==> config.mk <==
export PLATFORM = sky130hd
export DESIGN_NAME = jtag_memory_block_access_framer_top
export DESIGN_NICKNAME = d
export VERILOG_FILES = /design/src/jmbaf_pkg.sv /design/src/jmbaf_map.sv /design/src/jmbaf_decode.sv /design/src/jmbaf_frame.sv /design/src/jtag_memory_block_access_framer_top.sv
export SDC_FILE = /design/constraint.sdc
export NUM_CORES = 2
export LEC_CHECK = 0
export CAP_MARGIN = 20
export CORE_AREA = 3 3 329 266
export DETAILED_ROUTE_END_ITERATION = 12
export DIE_AREA = 0 0 332 269
export DONT_BUFFER_PORTS = 1
export GPL_ROUTABILITY_DRIVEN = 0
export GPL_TIMING_DRIVEN = 0
export PLACE_DENSITY_LB_ADDON = 0.12
export SYNTH_ARGS = -nofsm -noshare
export SYNTH_HDL_FRONTEND = slang
export SYNTH_SLANG_ARGS = --single-unit
==> constraint.sdc <==
create_clock -name clk -period 18.3 [get_ports clk]
set_input_delay 4.575 -clock clk [delete_from_list [all_inputs] [get_ports clk]]
set_output_delay 4.575 -clock clk [all_outputs]
set_load 0.05 [all_outputs]
==> src/jmbaf_pkg.sv <==
// ----------------------------------------------------------------------------
// jmbaf_pkg
// Types, codes and helper functions of the memory block scan framer.
// ----------------------------------------------------------------------------
package jmbaf_pkg;

  localparam int BLOCK_COUNT = 4;
  localparam int BLK_IDX_W   = 2;

  localparam logic [2:0] CFG_DATA_BASE = 3'd4;

  typedef enum logic [1:0] {
    OP_READ_START = 2'd0,
    OP_READ_NEXT  = 2'd1,
    OP_READ_END   = 2'd2,
    OP_WRITE      = 2'd3
  } op_t;

  localparam logic [2:0] INSTR_IDLE  = 3'd0;
  localparam logic [2:0] INSTR_READ  = 3'd1;
  localparam logic [2:0] INSTR_WRITE = 3'd2;

  typedef struct packed {
    logic        valid;
    logic [4:0]  aw;
    logic [5:0]  dw;
    logic [1:0]  sh;
    logic [31:0] start;
    logic [31:0] endp;
    logic [31:0] endp1;
  } blk_t;

  typedef blk_t map_t [BLOCK_COUNT];

  typedef struct packed {
    logic                 hit;
    logic [BLK_IDX_W-1:0] idx;
  } dec_t;

  typedef struct packed {
    op_t         opcode;
    logic [31:0] bus_address;
    logic [31:0] write_value;
    logic [31:0] captured_bits;
  } item_t;

  typedef struct packed {
    logic        hit;
    logic        shift_done;
    logic        capture_out;
    logic [2:0]  instr_field;
    logic [1:0]  block_field;
    logic [23:0] address_field;
    logic [31:0] data_field;
    logic [31:0] read_value;
  } res_t;

  function automatic logic [23:0] addr_mask(input logic [4:0] aw);
    logic [24:0] m;
    begin
      m = (25'(1) << aw) - 25'(1);
      addr_mask = (aw >= 5'd24) ? 24'hFF_FFFF : m[23:0];
    end
  endfunction

  function automatic logic [31:0] data_mask(input logic [5:0] dw);
    logic [32:0] m;
    begin
      m = (33'(1) << dw) - 33'(1);
      data_mask = (dw >= 6'd32) ? 32'hFFFF_FFFF : m[31:0];
    end
  endfunction

endpackage

==> src/jmbaf_map.sv <==
// ----------------------------------------------------------------------------
// jmbaf_map
// Configuration registers and the sequential address map builder.
// ----------------------------------------------------------------------------
module jmbaf_map import jmbaf_pkg::*; (
  input  logic       clk,
  input  logic       rst,
  input  logic       cfg_we,
  input  logic [2:0] cfg_index,
  input  logic [5:0] cfg_data,
  output map_t       blk_map,
  output logic       busy
);

  typedef enum logic [2:0] {
    PH_START = 3'b001,
    PH_END1  = 3'b010,
    PH_END   = 3'b100
  } phase_t;

  logic [4:0]           cfg_aw [BLOCK_COUNT];
  logic [5:0]           cfg_dw [BLOCK_COUNT];
  phase_t               phase;
  logic [BLK_IDX_W-1:0] sel;
  logic                 prev_valid;
  logic [7:0]           prev_key;
  logic [31:0]          prior_base;
  logic [31:0]          prev_endp1;

  logic [4:0]  aw;
  logic [5:0]  dw;
  logic [6:0]  nbytes_sum;
  logic [3:0]  nbytes;
  logic [1:0]  sh;
  logic [5:0]  expo;
  logic [31:0] sz;
  logic [7:0]  key;
  logic        blk_ok;
  logic [31:0] start_next;

  always_comb begin
    aw         = cfg_aw[sel];
    dw         = cfg_dw[sel];
    nbytes_sum = {1'b0, dw} + 7'd7;
    nbytes     = nbytes_sum[6:3];
    if (nbytes >= 4'd8) begin
      sh = 2'd3;
    end else if (nbytes >= 4'd4) begin
      sh = 2'd2;
    end else if (nbytes >= 4'd2) begin
      sh = 2'd1;
    end else begin
      sh = 2'd0;
    end
    expo   = {1'b0, aw} + {4'd0, sh};
    sz     = (expo >= 6'd32) ? 32'd0 : (32'd1 << expo[4:0]);
    key    = 8'({3'd0, aw} << sh);
    blk_ok = (aw != 5'd0) && (dw != 6'd0);
    if (!prev_valid) begin
      start_next = 32'd0;
    end else if (key <= prev_key) begin
      start_next = prev_endp1;
    end else begin
      start_next = (prior_base & ~(sz - 32'd1)) + sz;
    end
  end

  always_ff @(posedge clk) begin
    if (rst) begin
      for (int i = 0; i < BLOCK_COUNT; i++) begin
        cfg_aw[i]        <= 5'd0;
        cfg_dw[i]        <= 6'd0;
        blk_map[i].valid <= 1'b0;
      end
      busy       <= 1'b0;
      phase      <= PH_START;
      sel        <= '0;
      prev_valid <= 1'b0;
    end else if (cfg_we) begin
      if (cfg_index < CFG_DATA_BASE) begin
        cfg_aw[cfg_index[BLK_IDX_W-1:0]] <= cfg_data[4:0];
      end else begin
        cfg_dw[cfg_index[BLK_IDX_W-1:0]] <= cfg_data;
      end
      busy       <= 1'b1;
      phase      <= PH_START;
      sel        <= '0;
      prev_valid <= 1'b0;
    end else if (busy) begin
      case (phase)
        PH_START: begin
          blk_map[sel].valid <= blk_ok;
          blk_map[sel].aw    <= aw;
          blk_map[sel].dw    <= dw;
          blk_map[sel].sh    <= sh;
          blk_map[sel].start <= start_next;
          phase              <= PH_END1;
        end
        PH_END1: begin
          blk_map[sel].endp1 <= blk_map[sel].start + sz;
          phase              <= PH_END;
        end
        PH_END: begin
          blk_map[sel].endp <= blk_map[sel].endp1 - 32'd1;
          if (blk_ok) begin
            prev_valid <= 1'b1;
            prev_key   <= key;
            prior_base <= blk_map[sel].start;
            prev_endp1 <= blk_map[sel].endp1;
          end
          if (sel == BLK_IDX_W'(BLOCK_COUNT - 1)) begin
            busy <= 1'b0;
          end else begin
            sel <= sel + 1'b1;
          end
          phase <= PH_START;
        end
        default: begin
          phase <= PH_START;
        end
      endcase
    end
  end

endmodule

==> src/jmbaf_decode.sv <==
// ----------------------------------------------------------------------------
// jmbaf_decode
// Address decode against the block map, highest block first.
// ----------------------------------------------------------------------------
module jmbaf_decode import jmbaf_pkg::*; (
  input  map_t        blk_map,
  input  logic [31:0] adr,
  output dec_t        dec
);

  logic [BLOCK_COUNT-1:0] in_rng;
  logic [BLOCK_COUNT-1:0] end_lt;
  logic [BLOCK_COUNT-1:0] st_gt;
  logic [BLOCK_COUNT-1:0] st_z;
  logic [BLOCK_COUNT-1:0] ep_gt;
  logic [BLOCK_COUNT-1:0] ep_z;

  // all wide compares in parallel
  always_comb begin
    for (int i = 0; i < BLOCK_COUNT; i++) begin
      in_rng[i] = (blk_map[i].start <= adr) && (blk_map[i].endp >= adr);
      end_lt[i] = blk_map[i].endp < adr;
      st_gt[i]  = blk_map[i].start > adr;
      st_z[i]   = blk_map[i].start == 32'd0;
      ep_gt[i]  = blk_map[i].endp1 > adr;
      ep_z[i]   = blk_map[i].endp1 == 32'd0;
    end
  end

  // running bound kept as two flags: bound > adr, bound == 0
  always_comb begin
    logic bgt;
    logic bz;
    bgt     = 1'b0;
    bz      = 1'b1;
    dec.hit = 1'b0;
    dec.idx = '0;
    for (int i = BLOCK_COUNT - 1; i >= 0; i--) begin
      if (blk_map[i].valid) begin
        if (in_rng[i]) begin
          dec.hit = 1'b1;
          dec.idx = BLK_IDX_W'(i);
          bgt     = st_gt[i];
          bz      = st_z[i];
        end else if ((bgt || bz) && end_lt[i]) begin
          dec.hit = 1'b0;
          bgt     = ep_gt[i];
          bz      = ep_z[i];
        end else begin
          bgt = st_gt[i];
          bz  = st_z[i];
        end
      end
    end
  end

endmodule

==> src/jmbaf_frame.sv <==
// ----------------------------------------------------------------------------
// jmbaf_frame
// Scan frame state and the per-transaction frame update.
// ----------------------------------------------------------------------------
module jmbaf_frame import jmbaf_pkg::*; (
  input  logic  clk,
  input  logic  rst,
  input  logic  fire,
  input  item_t item,
  input  map_t  blk_map,
  output res_t  res
);

  logic [2:0]  frame_instr;
  logic [1:0]  frame_block;
  logic [23:0] frame_address;
  logic [31:0] frame_data;
  logic [31:0] previous_address;

  logic [2:0]  instr_next;
  logic [1:0]  block_next;
  logic [23:0] address_next;
  logic [31:0] data_next;
  logic [31:0] prev_next;

  logic [31:0] dec_adr;
  dec_t        dec;
  blk_t        blk;
  logic [23:0] am;
  logic [31:0] dm;
  logic [23:0] a_word;
  logic [23:0] addr_upd;
  logic [31:0] data_upd;
  logic        shifted;
  logic        captured;
  logic [31:0] rv;

  assign dec_adr = (item.opcode == OP_READ_END) ? previous_address : item.bus_address;

  jmbaf_decode u_decode (
    .blk_map (blk_map),
    .adr     (dec_adr),
    .dec     (dec)
  );

  always_comb begin
    blk      = blk_map[dec.idx];
    am       = addr_mask(blk.aw);
    dm       = data_mask(blk.dw);
    a_word   = 24'(item.bus_address >> blk.sh);
    addr_upd = (frame_address & ~am) | (a_word & am);
    data_upd = (frame_data & ~dm) | (item.write_value & dm);

    instr_next   = frame_instr;
    block_next   = frame_block;
    address_next = frame_address;
    data_next    = frame_data;
    prev_next    = previous_address;
    shifted      = 1'b0;
    captured     = 1'b0;
    rv           = 32'd0;

    case (item.opcode)
      OP_READ_START: begin
        prev_next = item.bus_address;
        if (dec.hit) begin
          block_next   = dec.idx;
          address_next = addr_upd;
          instr_next   = INSTR_READ;
          shifted      = 1'b1;
        end
      end
      OP_READ_NEXT: begin
        prev_next = item.bus_address;
        if (dec.hit) begin
          block_next   = dec.idx;
          address_next = addr_upd;
          shifted      = 1'b1;
          captured     = 1'b1;
          rv           = item.captured_bits & dm;
        end
      end
      OP_READ_END: begin
        if (dec.hit) begin
          instr_next = INSTR_IDLE;
          shifted    = 1'b1;
          captured   = 1'b1;
          rv         = item.captured_bits & dm;
        end
      end
      OP_WRITE: begin
        if (dec.hit) begin
          prev_next    = item.bus_address;
          block_next   = dec.idx;
          address_next = addr_upd;
          data_next    = data_upd;
          instr_next   = INSTR_WRITE;
          shifted      = 1'b1;
        end
      end
      default: begin
        shifted = 1'b0;
      end
    endcase

    res.hit           = dec.hit;
    res.shift_done    = shifted;
    res.capture_out   = captured;
    res.instr_field   = instr_next;
    res.block_field   = block_next;
    res.address_field = address_next;
    res.data_field    = data_next;
    res.read_value    = rv;
  end

  always_ff @(posedge clk) begin
    if (rst) begin
      frame_instr      <= INSTR_IDLE;
      frame_block      <= 2'd0;
      frame_address    <= 24'd0;
      frame_data       <= 32'd0;
      previous_address <= 32'd0;
    end else if (fire) begin
      frame_instr      <= instr_next;
      frame_block      <= block_next;
      frame_address    <= address_next;
      frame_data       <= data_next;
      previous_address <= prev_next;
    end
  end

endmodule

==> src/jtag_memory_block_access_framer_top.sv <==
// An accepted transaction waits in the input register, then moves through decode into the result register.
// Throughput: one transaction per cycle unless in_stall is high; frame state feeds back within decode.
// After any configuration write the input stalls while the map is rebuilt
// (three steps per block, four blocks, one 32-bit add per step).
// Reset (rst, synchronous, active high) clears the configuration registers, the frame and both valids.
// ----------------------------------------------------------------------------
// jtag_memory_block_access_framer_top
// Decodes bus transactions onto a memory block scan frame. The map builder
// lays out block address ranges from the width registers; the input register
// feeds decode and frame update, which write a result register that holds
// under stall while the next transaction is taken.
// ----------------------------------------------------------------------------
module jtag_memory_block_access_framer_top import jmbaf_pkg::*; (
  input  logic        clk,
  input  logic        rst,
  // configuration write channel
  input  logic        cfg_valid,
  output logic        cfg_ready,
  input  logic [2:0]  cfg_index,
  input  logic [5:0]  cfg_data,
  // input channel
  input  logic        in_valid,
  output logic        in_stall,
  input  logic [1:0]  opcode,
  input  logic [31:0] bus_address,
  input  logic [31:0] write_value,
  input  logic [31:0] captured_bits,
  // output channel
  output logic        out_valid,
  input  logic        out_stall,
  output logic        hit,
  output logic        shift_done,
  output logic        capture_out,
  output logic [2:0]  instr_field,
  output logic [1:0]  block_field,
  output logic [23:0] address_field,
  output logic [31:0] data_field,
  output logic [31:0] read_value
);

  map_t  blk_map;
  logic  map_busy;
  logic  s1_valid;
  item_t s1_item;
  res_t  res;
  res_t  out_res;
  logic  s2_take;
  logic  fire;
  logic  in_accept;

  // Registers are always writable; a write restarts the map build.
  assign cfg_ready = 1'b1;

  jmbaf_map u_map (
    .clk       (clk),
    .rst       (rst),
    .cfg_we    (cfg_valid && cfg_ready),
    .cfg_index (cfg_index),
    .cfg_data  (cfg_data),
    .blk_map   (blk_map),
    .busy      (map_busy)
  );

  // Result register takes a new transaction when empty or being drained.
  assign s2_take   = !out_valid || !out_stall;
  assign fire      = s1_valid && s2_take;
  assign in_stall  = map_busy || (s1_valid && !s2_take);
  assign in_accept = in_valid && !in_stall;

  always_ff @(posedge clk) begin
    if (rst) begin
      s1_valid <= 1'b0;
    end else if (in_accept) begin
      s1_valid <= 1'b1;
    end else if (fire) begin
      s1_valid <= 1'b0;
    end
  end

  always_ff @(posedge clk) begin
    if (in_accept) begin
      s1_item.opcode        <= op_t'(opcode);
      s1_item.bus_address   <= bus_address;
      s1_item.write_value   <= write_value;
      s1_item.captured_bits <= captured_bits;
    end
  end

  // Frame state advances only when the transaction moves to the result register.
  jmbaf_frame u_frame (
    .clk     (clk),
    .rst     (rst),
    .fire    (fire),
    .item    (s1_item),
    .blk_map (blk_map),
    .res     (res)
  );

  always_ff @(posedge clk) begin
    if (rst) begin
      out_valid <= 1'b0;
    end else if (fire) begin
      out_valid <= 1'b1;
    end else if (!out_stall) begin
      out_valid <= 1'b0;
    end
  end

  always_ff @(posedge clk) begin
    if (fire) begin
      out_res <= res;
    end
  end

  assign hit           = out_res.hit;
  assign shift_done    = out_res.shift_done;
  assign capture_out   = out_res.capture_out;
  assign instr_field   = out_res.instr_field;
  assign block_field   = out_res.block_field;
  assign address_field = out_res.address_field;
  assign data_field    = out_res.data_field;
  assign read_value    = out_res.read_value;

endmodule

==> results.json <==
{
  "status": "finished clean",
  "yosysSeqAreaShare": 0.4866,
  "grt_max_degree": 75,
  "slew_viol_final": 0,
  "clock_skew_ps": 24.55,
  "grt_usage": 0.3878,
  "hpwl_um": 135600,
  "synth_fp_nets": 4993,
  "dp_cells": 5640,
  "fin_crit_ps": 10280,
  "cts_root_buf": "clkbuf_16",
  "slowest_delay_ps": 760,
  "p_total_w": 0.004569,
  "finalWirelength_um": 179000,
  "syn-cell-area_um2": 50420,
  "combPwrFrac": 0.112,
  "synthArstFlopShare": 0,
  "endpoint_kind": "flop",
  "cts.repair.resized": 0,
  "area_growth_pct": 10.35,
  "die-area_um2": 89310,
  "cts_tree": "done",
  "final_cell_mix": "edfxtp_1, nand2_1, ha_1, o21ai_0, nor2_1",
  "drc": 0,
  "die_x_um": 332,
  "syn_area_per_cell_um2": 11.24,
  "synth-main-ff-cell": "edfxtp_1",
  "crit_path_max_fanout": 10,
  "path_class": "reg -> reg",
  "ys_ff_latch": 853,
  "min-delay-path-class": "reg -> reg",
  "instances_no_fill": 5814,
  "p_int_w": 0.003351,
  "htree_levels": 3,
  "met1_usage": 0.5525,
  "hold_buffers": 0,
  "finalHoldViolCount": 0,
  "coreArea_um2": 84160,
  "via_count": 41810,
  "regArea_um2": 24530,
  "setup_violations": 0,
  "cp.required_ps": 18800,
  "grt_first_pass_wirelength_um": 255600,
  "start_util": 0.5991,
  "power_frac_seq": 0.479,
  "layout_commonest_cell": "edfxtp_1",
  "fmax_mhz": 97.24,
  "fin_nets": 5126,
  "powerDensity_nw_per_um2": 82.11,
  "fillCellCount": 6477,
  "maxCapViolCount": 0,
  "cts.clk_slew.worst_paths_ps": 70,
  "cts_setup_buffers": 0,
  "numCtsBuffers": 87,
  "post-route-period-util": 0.5619,
  "multi_input_area_um2": 24820,
  "first_pass_iters": 10,
  "yosys.area.top_type": "edfxtp_1",
  "p_leak_nw": 21.22,
  "met3_usage": 0.1817,
  "die_h_um": 269,
  "final_cell_area_um2": 55640,
  "vias_per_cell": 7.192,
  "clock_latency_ps": 680,
  "grt_pass1_vias": 38090,
  "maxSlewHeadroom": 0.1870,
  "cts_buffer_depth": 3,
  "startpoint_type": "flop",
  "r2r_setup_slack_ps": 8020,
  "netlist.area_leader.share": 0.4437,
  "io_pins": 211,
  "ff2ff_path_depth": 31,
  "syn_inst": 4487,
  "overflow": 0,
  "io_buffers": 0,
  "ant_nets": 0,
  "synth_edf_count": 745,
  "pwr-share-clk": 0.410,
  "drive_gt1_frac": 0.09482,
  "use_met2": 0.5111,
  "synth_area_leaders": "edfxtp_1, ha_1, dfxtp_1, a22o_1, mux4_2",
  "rows": 95,
  "worst_pin_slew_ps": 1214,
  "yosysWarnings": 0,
  "tns_ps": 0,
  "first_iter_violations": 6897,
  "busiest_layer": "met1",
  "switching_power_w": 0.001217,
  "cp.arrival_ps": 10790,
  "post_dp_cell_area_um2": 52660,
  "grt_antenna_before_repair": 8,
  "swShare": 0.2665,
  "critPathSlowestCell": "o311ai_0",
  "cts.sinks": 853,
  "rsz0062_at_grt": "false",
  "synthDistinctLibCells": 102,
  "wire_per_inst_um": 30.79,
  "max-vdd-ir-drop_uv": 79.73
}
-- layout make-up --
type / count / share of cell area
clock inverters: 50 / 0.01021
inverters: 82 / 0.005532
well taps: 1115 / 0.02508
flip-flops and latches: 853 / 0.4410
clock buffers: 112 / 0.04192
repair buffers: 44 / 0.01316
diodes: 6 / 0.0002699
multi-input cells: 3324 / 0.4461
plain buffers: 228 / 0.01678
-- kinds of logic after synthesis --
group,share of synthesized area
AO/OA/AOI/OAI,0.1705
AND/OR/NAND/NOR,0.1242
XOR/XNOR,0.01755
buffers and inverters,0.02454
flip-flops,0.4866
other,0.00007438
multiplexers,0.07852
adder cells (fa/ha/maj),0.09808
-- metrics by stage --
stage | setup slack (ps) | hold slack [ps] | util
final | 8017 | 462.5 | 0.6611
after global routing | 7452 | 486.8 | 0.6609
after CTS | 8135 | 464.8 | 0.6602
after detailed placement | 8154 | 456.8 | 0.6257
after global placement | 3449 | 441.5 | 0.6157
after floorplan | 6611 | 432.2 | -
-- critical path: cells and delay by family (launching register included) --
| kind | cells | cell delay [ps] |
|---|---|---|
| and+or+nand+nor | 14 | 3490 |
| buffers and inverters | 6 | 2010 |
| AOI/OAI and AO/OA | 5 | 1930 |
| adders and majority gates | 3 | 1080 |
| muxes | 2 | 990 |
| DFF | 1 | 390 |
| xor gates and xnor gates | 1 | 200 |
-- how the worst min path moves through the flow --
stage / start / to / depth (start not counted)
final: u_frame.frame_instr[2]$_SDFFE_PP0P_ / u_frame.frame_instr[2]$_SDFFE_PP0P_ / 1
after global placement: u_frame.frame_data[8]$_SDFFE_PP0P_ / u_frame.frame_data[8]$_SDFFE_PP0P_ / 2
after global routing: u_frame.frame_data[8]$_SDFFE_PP0P_ / u_frame.frame_data[8]$_SDFFE_PP0P_ / 2
after detailed placement: u_frame.frame_instr[2]$_SDFFE_PP0P_ / u_frame.frame_instr[2]$_SDFFE_PP0P_ / 1
after floorplan: u_frame.frame_address[4]$_SDFFE_PP0P_ / u_frame.frame_address[4]$_SDFFE_PP0P_ / 2
after CTS: u_frame.frame_instr[2]$_SDFFE_PP0P_ / u_frame.frame_instr[2]$_SDFFE_PP0P_ / 1
-- layer usage --
| layer | routed length, um | vias up | part of all wire |
|---|---|---|---|
| li1 | - | 17760 | - |
| met1 | 69950 | 20240 | 0.39 |
| met2 | 69170 | 3278 | 0.39 |
| met3 | 31550 | 531 | 0.18 |
| met4 | 8245 | 8 | 0.046 |
| met5 | 91 | - | 0.00051 |
-- synthesized netlist by cell type, drive strengths merged, types with 108 or more instances --
master / count
o21ai: 329
clkbuf: 178
mux2i: 157
ha: 392
edfxtp: 745
a21oi: 213
dfxtp: 108
a22o: 237
nand3: 114
nor2: 272
nand2: 424
-- power groups by stage --
stage	sequential (W)	combinational, W	clock, W
after global routing	0.00219	0.000541	0.00194
after CTS	0.00219	0.000487	0.00186
after floorplan	0.00222	0.000310	0
after detailed placement	0.00223	0.000482	0
after global placement	0.00223	0.000456	0
final	0.00219	0.000511	0.00187
(Power assumes the default switching activity.)
